==> config.mk <==
export PLATFORM = sky130hd
export DESIGN_NAME = window_median_with_outlier_guard
export DESIGN_NICKNAME = d
export VERILOG_FILES = /design/src/hdl/wmog_pkg.sv /design/src/hdl/wmog_cell.sv /design/src/hdl/window_median_with_outlier_guard.sv
export SDC_FILE = /design/constraint.sdc
export NUM_CORES = 2
export LEC_CHECK = 0
export ABC_AREA = 1
export BUFFER_PORTS_ARGS = -buffer_cell sky130_fd_sc_hd__buf_2
export CORE_MARGIN = 2
export CORE_UTILIZATION = 36
export CTS_BUF_LIST = sky130_fd_sc_hd__clkbuf_2
export DETAILED_ROUTE_END_ITERATION = 6
export PLACE_DENSITY = 0.55
export SLEW_MARGIN = 5
export SYNTH_ARGS = -nofsm -noshare
export SYNTH_HDL_FRONTEND = slang
export SYNTH_SLANG_ARGS = --single-unit
export TNS_END_PERCENT = 10
==> constraint.sdc <==
create_clock -name i_clk -period 4.72 [get_ports i_clk]
set_input_delay 0.472 -clock i_clk [delete_from_list [all_inputs] [get_ports i_clk]]
set_output_delay 0.472 -clock i_clk [all_outputs]
set_load 0.02 [all_outputs]
==> src/hdl/wmog_pkg.sv <==
// wmog_pkg: payload types, cell control type and constants of the windowed median block
// used by wmog_cell, window_median_with_outlier_guard and wmog_checker; no dependencies

package wmog_pkg;

    localparam int DATA_W = 16;

    // configuration register map (word index taken from paddr[2])
    localparam logic       REG_THRESHOLD = 1'b0;
    localparam logic [15:0] THRESHOLD_RESET = 16'd256;

    typedef struct packed {
        logic signed [DATA_W-1:0] sample;
        logic                     last;
    } t_in;

    typedef struct packed {
        logic signed [DATA_W-1:0] filtered;
        logic                     guard_tripped;
        logic                     overflowed;
    } t_out;

    // per-cycle command broadcast to every cell of the chain
    typedef struct packed {
        logic ins;   // insert the broadcast sample in order
        logic shl;   // shift the whole row one place toward cell 0
    } t_cell_ctrl;

endpackage

==> src/hdl/wmog_cell.sv <==
// wmog_cell: one slot of the sorted insertion chain
// depends on wmog_pkg (t_cell_ctrl, DATA_W)

module wmog_cell #(
    parameter int IDX = 0,
    parameter int CW  = 6
) (
    input  logic                                i_clk,
    input  wmog_pkg::t_cell_ctrl                i_ctrl,
    input  logic [CW-1:0]                       i_fill,
    input  logic signed [wmog_pkg::DATA_W-1:0]  i_sample,
    input  logic signed [wmog_pkg::DATA_W-1:0]  i_left_val,
    input  logic                                i_left_gt,
    input  logic signed [wmog_pkg::DATA_W-1:0]  i_right_val,
    output logic signed [wmog_pkg::DATA_W-1:0]  o_val,
    output logic                                o_gt
);

    logic signed [wmog_pkg::DATA_W-1:0] r_val;
    logic                               w_used;

    // an empty slot counts as larger than any sample
    assign w_used = CW'(IDX) < i_fill;
    assign o_gt   = !w_used || (r_val > i_sample);
    assign o_val  = r_val;

    always_ff @(posedge i_clk) begin
        if (i_ctrl.shl) begin
            r_val <= i_right_val;
        end else if (i_ctrl.ins && o_gt) begin
            r_val <= i_left_gt ? i_left_val : i_sample;
        end
    end

endmodule

==> src/hdl/window_median_with_outlier_guard.sv <==
// window_median_with_outlier_guard: top level, sorted cell chain plus median and guard logic
// depends on wmog_pkg and wmog_cell

// Usage
// - input channel (i_in_valid / o_in_ready / i_in): one signed Q8.8 sample per request;
//   i_in.last closes the window. Samples beyond WINDOW_MAX are dropped and flagged.
// - output channel (o_out_valid / i_out_ready / o_out): one result per window, the median
//   or, when the first sample lies more than the threshold away from it, the first sample.
// - APB port: word 0 holds outlier_threshold (unsigned Q8.8, reset 1.0); pready is tied high.
// Timing
// - a sample that is not last is taken back to back, with no gap between samples
// - after a last sample the row of cells shifts toward cell 0 once per cycle until the
//   median sits in cells 0 and 1, then S_MED forms the median and S_GUARD applies the
//   guard into the output register
// Reset clears the window and the output valid flag, and sets the threshold to 1.0.
// When the receiver stalls the result holds in the output register; the next window is
// still taken, and only the guard step of that window waits for the register to free up.

module window_median_with_outlier_guard #(
    parameter int WINDOW_MAX = 32
) (
    input  logic           i_clk,
    input  logic           i_rst_n,
    // sample requests
    input  logic           i_in_valid,
    output logic           o_in_ready,
    input  wmog_pkg::t_in  i_in,
    // result requests
    output logic           o_out_valid,
    input  logic           i_out_ready,
    output wmog_pkg::t_out o_out,
    // configuration
    input  logic           psel,
    input  logic           penable,
    input  logic           pwrite,
    input  logic [2:0]     paddr,
    input  logic [31:0]    pwdata,
    output logic [31:0]    prdata,
    output logic           pready
);

    localparam int DW = wmog_pkg::DATA_W;
    localparam int CW = $clog2(WINDOW_MAX + 1);                    // fill count
    localparam int KW = (WINDOW_MAX > 1) ? $clog2(WINDOW_MAX) : 1; // shift count

    localparam logic [1:0] S_LOAD  = 2'd0;
    localparam logic [1:0] S_SHIFT = 2'd1;
    localparam logic [1:0] S_MED   = 2'd2;
    localparam logic [1:0] S_GUARD = 2'd3;

    logic [1:0]           r_state, n_state;
    logic [CW-1:0]        r_fill, n_fill;
    logic signed [DW-1:0] r_first, n_first;
    logic                 r_ovf, n_ovf;
    logic                 r_ovf_res, n_ovf_res;
    logic                 r_odd, n_odd;
    logic [KW-1:0]        r_k, n_k;
    logic signed [DW-1:0] r_med, n_med;
    logic [15:0]          r_thr, n_thr;
    logic                 r_out_valid, n_out_valid;
    wmog_pkg::t_out       r_out, n_out;

    logic                 w_acc;
    logic                 w_room;
    logic [CW-1:0]        w_n;
    logic [CW-1:0]        w_nm1;
    logic [KW-1:0]        w_k;
    logic signed [DW:0]   w_sum;
    logic signed [DW:0]   w_diff;
    logic [DW:0]          w_dist;
    logic                 w_guard;
    logic                 w_out_free;
    logic                 w_cfg_wr;
    wmog_pkg::t_cell_ctrl w_ctrl;

    // chain wiring: entry 0 is the left edge, entry i+1 is cell i's output,
    // the extra right entry mirrors the last cell so that it holds during a shift
    logic signed [DW-1:0] w_vl [0:WINDOW_MAX+1];
    logic                 w_gtl [0:WINDOW_MAX];

    assign o_in_ready = (r_state == S_LOAD);
    assign w_acc      = i_in_valid && o_in_ready;
    assign w_room     = r_fill < CW'(WINDOW_MAX);
    assign w_n        = r_fill + CW'(w_room);
    assign w_nm1      = w_n - CW'(1);
    assign w_k        = KW'(w_nm1 >> 1);   // shifts that bring the lower middle to cell 0

    assign w_ctrl.ins = w_acc && w_room;
    assign w_ctrl.shl = (r_state == S_SHIFT);

    assign w_vl[0]            = i_in.sample;
    assign w_gtl[0]           = 1'b0;
    assign w_vl[WINDOW_MAX+1] = w_vl[WINDOW_MAX];

    for (genvar gi = 0; gi < WINDOW_MAX; gi++) begin : g_cell
        wmog_cell #(
            .IDX (gi),
            .CW  (CW)
        ) u_cell (
            .i_clk       (i_clk),
            .i_ctrl      (w_ctrl),
            .i_fill      (r_fill),
            .i_sample    (i_in.sample),
            .i_left_val  (w_vl[gi]),
            .i_left_gt   (w_gtl[gi]),
            .i_right_val (w_vl[gi+2]),
            .o_val       (w_vl[gi+1]),
            .o_gt        (w_gtl[gi+1])
        );
    end

    // middle pair sits in cells 0 and 1 once shifting is done
    assign w_sum = {w_vl[1][DW-1], w_vl[1]} + {w_vl[2][DW-1], w_vl[2]};

    // distance of the first sample from the median, exact in 17 bits
    assign w_diff  = {r_first[DW-1], r_first} - {r_med[DW-1], r_med};
    assign w_dist  = w_diff[DW] ? (DW+1)'(-w_diff) : w_diff;
    assign w_guard = w_dist > {1'b0, r_thr};

    assign w_out_free = !r_out_valid || i_out_ready;

    // configuration port
    assign pready   = 1'b1;
    assign w_cfg_wr = psel && penable && pwrite;
    assign prdata   = (paddr[2] == wmog_pkg::REG_THRESHOLD) ? {16'd0, r_thr} : 32'd0;

    always_comb begin
        n_state     = r_state;
        n_fill      = r_fill;
        n_first     = r_first;
        n_ovf       = r_ovf;
        n_ovf_res   = r_ovf_res;
        n_odd       = r_odd;
        n_k         = r_k;
        n_med       = r_med;
        n_thr       = r_thr;
        n_out_valid = r_out_valid;
        n_out       = r_out;

        if (w_cfg_wr && paddr[2] == wmog_pkg::REG_THRESHOLD) begin
            n_thr = pwdata[15:0];
        end

        if (r_out_valid && i_out_ready) begin
            n_out_valid = 1'b0;
        end

        unique case (r_state)
            S_LOAD: begin
                if (w_acc) begin
                    if (r_fill == '0) begin
                        n_first = i_in.sample;
                    end
                    if (w_room) begin
                        n_fill = w_n;
                    end else begin
                        n_ovf = 1'b1;
                    end
                    if (i_in.last) begin
                        // close the window; the cells keep the sorted row
                        n_ovf_res = r_ovf || !w_room;
                        n_ovf     = 1'b0;
                        n_fill    = '0;
                        n_odd     = w_n[0];
                        n_k       = w_k;
                        n_state   = (w_k == '0) ? S_MED : S_SHIFT;
                    end
                end
            end
            S_SHIFT: begin
                n_k = r_k - KW'(1);
                if (r_k == KW'(1)) begin
                    n_state = S_MED;
                end
            end
            S_MED: begin
                // even count: floor of the pair mean by arithmetic shift
                n_med   = r_odd ? w_vl[1] : w_sum[DW:1];
                n_state = S_GUARD;
            end
            S_GUARD: begin
                if (w_out_free) begin
                    n_out.filtered      = w_guard ? r_first : r_med;
                    n_out.guard_tripped = w_guard;
                    n_out.overflowed    = r_ovf_res;
                    n_out_valid         = 1'b1;
                    n_state             = S_LOAD;
                end
            end
            default: begin
                n_state = S_LOAD;
            end
        endcase
    end

    always_ff @(posedge i_clk) begin
        if (!i_rst_n) begin
            r_state     <= S_LOAD;
            r_fill      <= '0;
            r_first     <= '0;
            r_ovf       <= 1'b0;
            r_thr       <= wmog_pkg::THRESHOLD_RESET;
            r_out_valid <= 1'b0;
        end else begin
            r_state     <= n_state;
            r_fill      <= n_fill;
            r_first     <= n_first;
            r_ovf       <= n_ovf;
            r_thr       <= n_thr;
            r_out_valid <= n_out_valid;
        end
    end

    // payload registers
    always_ff @(posedge i_clk) begin
        r_ovf_res <= n_ovf_res;
        r_odd     <= n_odd;
        r_k       <= n_k;
        r_med     <= n_med;
        r_out     <= n_out;
    end

    assign o_out_valid = r_out_valid;
    assign o_out       = r_out;

endmodule

# ---- Word-level counts from Yosys, hierarchy flattened
# Index checks and enable logic that the tools add are counted.
# W data, S select, Z words.
dict set report totals {
  mem_bits_ro 0
  output_inout_bits 53
  n_memories 0
  ff_bits 595
  ramBits 0
  latchBits 0
}
dict set report op_classes {
  mul 0
  div 0
  n_bitwise 2
  n_addsub 6
  n_eq_ne 9
  mux 113
  shifts 0
  n_reduce_logical 150
  order_cmp 66
}
# op n
set op_table {}
lappend op_table {{$mux W16} 96}
lappend op_table {{$gt A16 B16 Y1} 32}
lappend op_table {{$lt A5 B6 Y1 const A} 16}
lappend op_table {{$reduce_bool A2 Y1} 33}
lappend op_table {{$lt A4 B6 Y1 const A} 8}
lappend op_table {{$logic_and A1 B1 Y1} 38}
lappend op_table {{$logic_not A1 Y1} 34}
lappend op_table {{$logic_or A1 B1 Y1} 34}
lappend op_table {{$lt A3 B6 Y1 const A} 4}
lappend op_table {{$add A16 B16 Y17} 1}
lappend op_table {{$gt A17 B16 Y1} 1}
lappend op_table {{$mux W17} 1}
lappend op_table {{$neg A17 Y17} 1}
lappend op_table {{$sub A16 B16 Y17} 1}
lappend op_table {{$reduce_and A3 Y1} 5}
lappend op_table {{$lt A1 B6 Y1 const A} 2}
lappend op_table {{$lt A2 B6 Y1 const A} 2}
lappend op_table {{$mux W6} 2}
lappend op_table {{$mux W2} 5}
lappend op_table {{$mux W5} 2}
lappend op_table {{$pmux W5 S2} 1}
lappend op_table {{$pmux W2 S4} 1}
lappend op_table {{$add A6 B1 Y6} 1}
lappend op_table {{$logic_not A6 Y1} 1}
lappend op_table {{other kinds (14)} 24}

# ---- Logic depth before layout (Yosys ltp)
dict set report logic_depth {
  ltp_word 8
  mapped_depth 32
  ltp_nobuf 30
}

# ---- Hierarchy
# From an unflattened synthesis, not the netlist that was laid out.
dict set report hier_totals {
  cells_unflattened 5914
  area_unflattened_um2 48169.9
}
# module cells_per_inst instances area_each_um2 seq_area_each_um2
set by_module_without_submodules {}
lappend by_module_without_submodules {window_median_with_outlier_guard 887 1 6404.9 2072.0}
lappend by_module_without_submodules {{wmog_cell at g_cell[12].u_cell ...} 157 3 1305.0 480.5}
lappend by_module_without_submodules {{wmog_cell at g_cell[18].u_cell ...} 156 3 1302.5 480.5}
lappend by_module_without_submodules {{wmog_cell at g_cell[14].u_cell ...} 157 3 1300.0 480.5}
lappend by_module_without_submodules {{wmog_cell at g_cell[28].u_cell ...} 160 2 1321.3 480.5}
lappend by_module_without_submodules {{wmog_cell at g_cell[4].u_cell ...} 157 2 1303.8 480.5}
lappend by_module_without_submodules {{wmog_cell at g_cell[0].u_cell ...} 157 2 1302.5 480.5}
lappend by_module_without_submodules {{wmog_cell at g_cell[25].u_cell} 161 1 1335.0 480.5}
lappend by_module_without_submodules {{wmog_cell at g_cell[17].u_cell} 161 1 1326.3 480.5}
lappend by_module_without_submodules {{wmog_cell at g_cell[1].u_cell} 161 1 1323.8 480.5}
lappend by_module_without_submodules {{wmog_cell at g_cell[23].u_cell} 158 1 1317.5 480.5}
lappend by_module_without_submodules {{wmog_cell at g_cell[26].u_cell} 157 1 1315.0 480.5}
lappend by_module_without_submodules {{wmog_cell at g_cell[13].u_cell} 157 1 1311.3 480.5}
lappend by_module_without_submodules {{wmog_cell at g_cell[10].u_cell} 159 1 1310.0 480.5}
lappend by_module_without_submodules {{+10 rows} - - - -}

# ---- Least setup slack after synthesis
# Ideal clock, no wire load.
dict set report synth_path {
  kind {input to register}
  startpoint {input i_in[16] (netlist name)}
  endpoint {register g_cell[27].u_cell.r_val (netlist bit g_cell[27].u_cell.o_val[0]), enable pin}
  required_time_ns 4.348
  setup_ns 0.372
  setup_slack_ns 0.743
  path_stages 15
  arrival_ns 3.605
  path_buffers 2
  cell_sequence {inv_1 clkbuf_1 ha_1 nand2_1 inv_1 nand3_1 inv_1 a211oi_1 nand2_1 nand2_1 nand3_1 nand2_1 buf_2 nand2_1 nand2_1}
}
dict set report synth_via {
  elab_chain_cells 4
}
# item line
set synth_lines {}
lappend synth_lines {{start, declared} window_median_with_outlier_guard.sv:27} ;# input wmog_pkg::t_in i_in,
lappend synth_lines {{$gt A16 B16 Y1} wmog_cell.sv:24} ;# assign o_gt = !w_used || (r_val > i_sample);
lappend synth_lines {{$logic_or A1 B1 Y1} wmog_cell.sv:24}
lappend synth_lines {{$logic_and A1 B1 Y1} wmog_cell.sv:30} ;# end else if (i_ctrl.ins && o_gt) begin
lappend synth_lines {{$reduce_bool A2 Y1 (no line)} -}
lappend synth_lines {{end signal, assigned} wmog_cell.sv:29} ;# r_val <= i_right_val;
lappend synth_lines {{end signal, assigned} wmog_cell.sv:31} ;# r_val <= i_left_gt ? i_left_val : i_sample;
lappend synth_lines {{end, declared} wmog_cell.sv:19} ;# logic signed [wmog_pkg::DATA_W-1:0] r_val;
# No other way between the ends.
# A chain may end at the register's enable or synchronous reset.

# ---- Final worst setup path
dict set report layout_path {
  startpoint {register r_first[0]}
  endpoint {register r_out (netlist bit o_out[5]) (data pin)}
}
dict set report layout_via {
  elab_chain_cells 5
}
# item line
set layout_lines {}
lappend layout_lines {{start, declared} window_median_with_outlier_guard.sv:53} ;# logic signed [DW-1:0] r_first, n_first;
lappend layout_lines {{start signal, assigned} window_median_with_outlier_guard.sv:207} ;# r_first <= n_first;
lappend layout_lines {{$sub A16 B16 Y17 (*)} window_median_with_outlier_guard.sv:116} ;# assign w_diff = {r_first[DW-1], r_first} - {r_med[DW-1], r_med};
lappend layout_lines {{$neg A17 Y17} window_median_with_outlier_guard.sv:117} ;# assign w_dist = w_diff[DW] ? (DW+1)'(-w_diff) : w_diff;
lappend layout_lines {{$mux W17 (*)} window_median_with_outlier_guard.sv:117}
lappend layout_lines {{$gt A17 B16 Y1 (*)} window_median_with_outlier_guard.sv:118} ;# assign w_guard = w_dist > {1'b0, r_thr};
lappend layout_lines {{$mux W16 (*)} window_median_with_outlier_guard.sv:183} ;# n_out.filtered = w_guard ? r_first : r_med;
lappend layout_lines {{end signal, assigned} window_median_with_outlier_guard.sv:220} ;# r_out <= n_out;
lappend layout_lines {{end, declared} window_median_with_outlier_guard.sv:61} ;# wmog_pkg::t_out r_out, n_out;
# Every way passes the cells marked *; elsewhere a longest branch is shown, timed or not.

==> results by group <==
Run status
  • Status: finished clean

Global routing
  • Initial antenna violation count: 5
  • Tot GR Track Use: a little over a fifth
  • Number of global-route vias before repair: approximately 42000
  • Total grt overflow: 0
  • Largest net degree at the start of global routing: between 200 and 250
  • First-pass GRT wire length: between 200000 and 250000 um

Logic synthesis
  • Share of the synthesized area in the top cell type: a little over a third
  • Number of synthesized flops with an enable pin: around 550
  • Flop and latch count out of synthesis: between 500 and 600
  • Sequential element share of the synthesized area: between 30% and 40%
  • Post-Syn Instances: slightly above 6000
  • Top_reg_cell synth: edfxtp_1
  • Yosys cell types: 54
  • Main area contributors after synthesis: edfxtp_1 (36%), nand2_1 (15%), ha_1 (15%)
  • Mapped Avg Cell Area: approximately 7.5 um2
  • Asr flop ratio synth: 0%
  • YS warnings: 0
  • Dominant cell type by area after synthesis: edfxtp_1
  • Post-Syn Area: ~47000 um2

Finish
  • Syn-to-layout area delta: 12.3%
  • # fillers: between 10000 and 15000
  • Area of the multi-input gates: 25200 um2
  • Finished Cell Area: roughly 52000 um2
  • Post-layout util: between 40% and 50%
  • Share of post-route cells with drive strength above 1: approximately 9%
  • FF+latch area: about 17000 um2
  • Commonest non-fill, non-tap cell in the layout: nand2_1
  • NumNets Final: just over 7000
  • Most frequent cells in the layout: nand2_1 (1893), nand3_1 (1033), inv_1 (707), edfxtp_1 (553), ha_1 (552)

Place
  • Place WS: between 0.3 and 0.4 ns
  • GP Congestion: 0.859
  • IO buf count: between 70 and 80
  • Placed inst area: between 40000 and 50000 um2
  • DP Wirelength: between 100000 and 150000 um

Clocking
  • CTS tree: built
  • Inserted Clock Buffers: between 150 and 200
  • Later-pin clock latency in the skew report: roughly 1.7 ns
  • CTS H-tree depth: 4
  • Clock Sinks: slightly below 600
  • Root Driver: clkbuf_2
  • Clk slew on worst S/H paths: approximately 0.090 ns
  • Post-CTS Setup Bufs: 0
  • CTS max path bufs: 3

Detailed routing
  • DRC violations left: 0
  • Antenna Nets Post-Route: 0
  • WL final: approximately 140000 um
  • Via count: about 43000
  • Drt pass-1 iters: 6
  • Vias per std cell: 5.14
  • Starting DRT DRC Count: between 3000 and 4000
  • Avg WL per Cell: roughly 17 um

Pwr
  • Pleak: between 20 and 30 nW
  • VDD IR-drop max: between 300 and 400 uV
  • Power Dens Cells: between 700 and 800 nW/um2

Min path
  • Hold path start: i_in[9]
  • Worst hold path class: input pin to register

Worst setup path
  • Critical path launch point type: register
  • Most used cell, CP: nand2_1
  • CP endpoint kind: register
  • Req. time, crit path: around 6.1 ns
  • Worst path slowest cell: fa_1
  • Crit path DAT: between 5 and 6 ns
  • Max FO, Critical Path: 16
  • Delay of the slowest critical-path stage: about 0.41 ns
  • Reg-to-reg critical path startpoint: r_first[0]
  • Crit path kind: register to register
  • Start point of the critical path: r_first[0]

STA
  • Final hold vios: 0
  • Sum Neg Setup Slack: 0 ns
  • Setup violators final: 0
  • Slew Viols, Final: 0
  • Max_slew headroom: about a fifth
  • Least-Margin Pin Slew: 1.19 ns
  • Final Worst Setup Slack: 0.504 ns
  • Fin crit share: 89.3%
  • Min Tclk post-route: ~4.2 ns
  • RSZ-0062 raised after global routing: no
  • Max Clk Rate: roughly 0.24 GHz
  • Worst Skew: 0.132 ns

Floorplan
  • Die width: about 360 um
  • CORE AREA: 129000 um2
  • Io pins: approximately 110
  • Die Y: 364 um
  • Area of the die: ~130000 um2
  • Row Count: 132
  • Initial Util: between 30% and 40%

Run
  • Total of max-cap violations: 0
-- path summary, 6_finish.rpt --
check / endpoint / slack [ns] / cells after the start
max: o_out[5] / 0.50 / 29
max reg2reg: o_out[5] / 0.50 / 29
min reg2reg: r_ovf / 0.47 / 2
min: r_first[8] / 0.15 / 5
-- kinds of logic (layout without fill, tap and decap cells) --
kind of cell    after synthesis  after routing  synth area share [%]
compound gates              687            687                  8.02
mux                           1              1                0.0214
xor+xnor                     21             21                 0.394
buf+inv                    1046           1413                  8.76
flops                       595            595                  37.4
fa+ha+maj                   555            555                  14.9
other cells                   2             29                0.0161
simple gates               3319           3319                  30.5
-- where the power goes --
part	internal (mW)	switching, mW	total, mW
Combinational	6.90	13.2	20.1
Clock	1.75	2.54	4.29
Sequential	10.3	2.21	12.6
-- synth_stat cells, types with 8 or more instances --
cell and count:
o21bai_1 9, ha_1 553, nand3b_1 24, nand3_1 1033, o211ai_1 17, o22ai_1 16
clkbuf_1 224, nand2_2 22, inv_1 724, dfxtp_1 42, buf_2 42, o21ai_0 243
inv_2 18, nor2_1 210, o21ai_1 30, a21o_1 17, nand2_1 1893, a21oi_1 302
xor2_1 16, buf_4 23, a211oi_1 12, nand4_1 63, buf_1 11, nor3_1 41
o21a_1 8, edfxtp_1 553
-- per-layer routing --
| layer | vias to the layer above | part of all wire [%] | track usage [%] |
|---|---|---|---|
| li1 | 21507 | - | - |
| met1 | 20134 | 46 | 28.8 |
| met2 | 1092 | 47 | 36.0 |
| met3 | 235 | 5.4 | 3.62 |
| met4 | 0 | 2.4 | 6.70 |
| met5 | - | 0 | 0 |
-- area by class of cell --
cell class,count,area share (%)
multi-input combinational,4600,48.1
clock inverter,57,0.687
sequential,595,33.3
timing repair buffer,352,5.84
tap,1742,4.16
clock buffer,260,2.48
antenna,12,0.0573
inverter,744,5.36
-- state kept, by name, indices dropped and copies added (netlist names) --
name / flops
o_out: 18
r_ovf_res: 1
r_k: 5
r_ovf: 1
r_med: 16
r_thr: 16
o_out_valid: 1
g_cell.u_cell.o_val: 512
r_fill: 6
r_state: 2
r_odd: 1
r_first: 16
-- per-stage QoR --
stage | hold slack (ns) | std cells | power, mW
2_1_floorplan | 0.400 | 6241 | 26.3
3_3_place_gp | 0.448 | 7920 | 32.1
3_5_place_dp | 0.451 | 7920 | 32.6
4_1_cts | 0.000866 | 8350 | 37.1
5_1_grt | 0.00476 | 8359 | 40.8
6_report | 0.153 | 8362 | 36.9
-- timing repair --
item,4_1_cts,5_1_grt
hold endpoints to repair,522,0
resized for setup,0,2
hold buffers,113,0
setup endpoints to repair,0,17
-- worst max-delay path, delay by kind of cell (launching register included) --
| family | cells | cell delay [ns] |
|---|---|---|
| buffers and inverters | 4 | 0.57 |
| XOR/XNOR | 1 | 0.15 |
| flip-flops | 1 | 0.36 |
| adder cells (fa/ha/maj) | 3 | 0.93 |
| AND/OR/NAND/NOR | 21 | 1.98 |
Power figures use the tool's default switching activity.
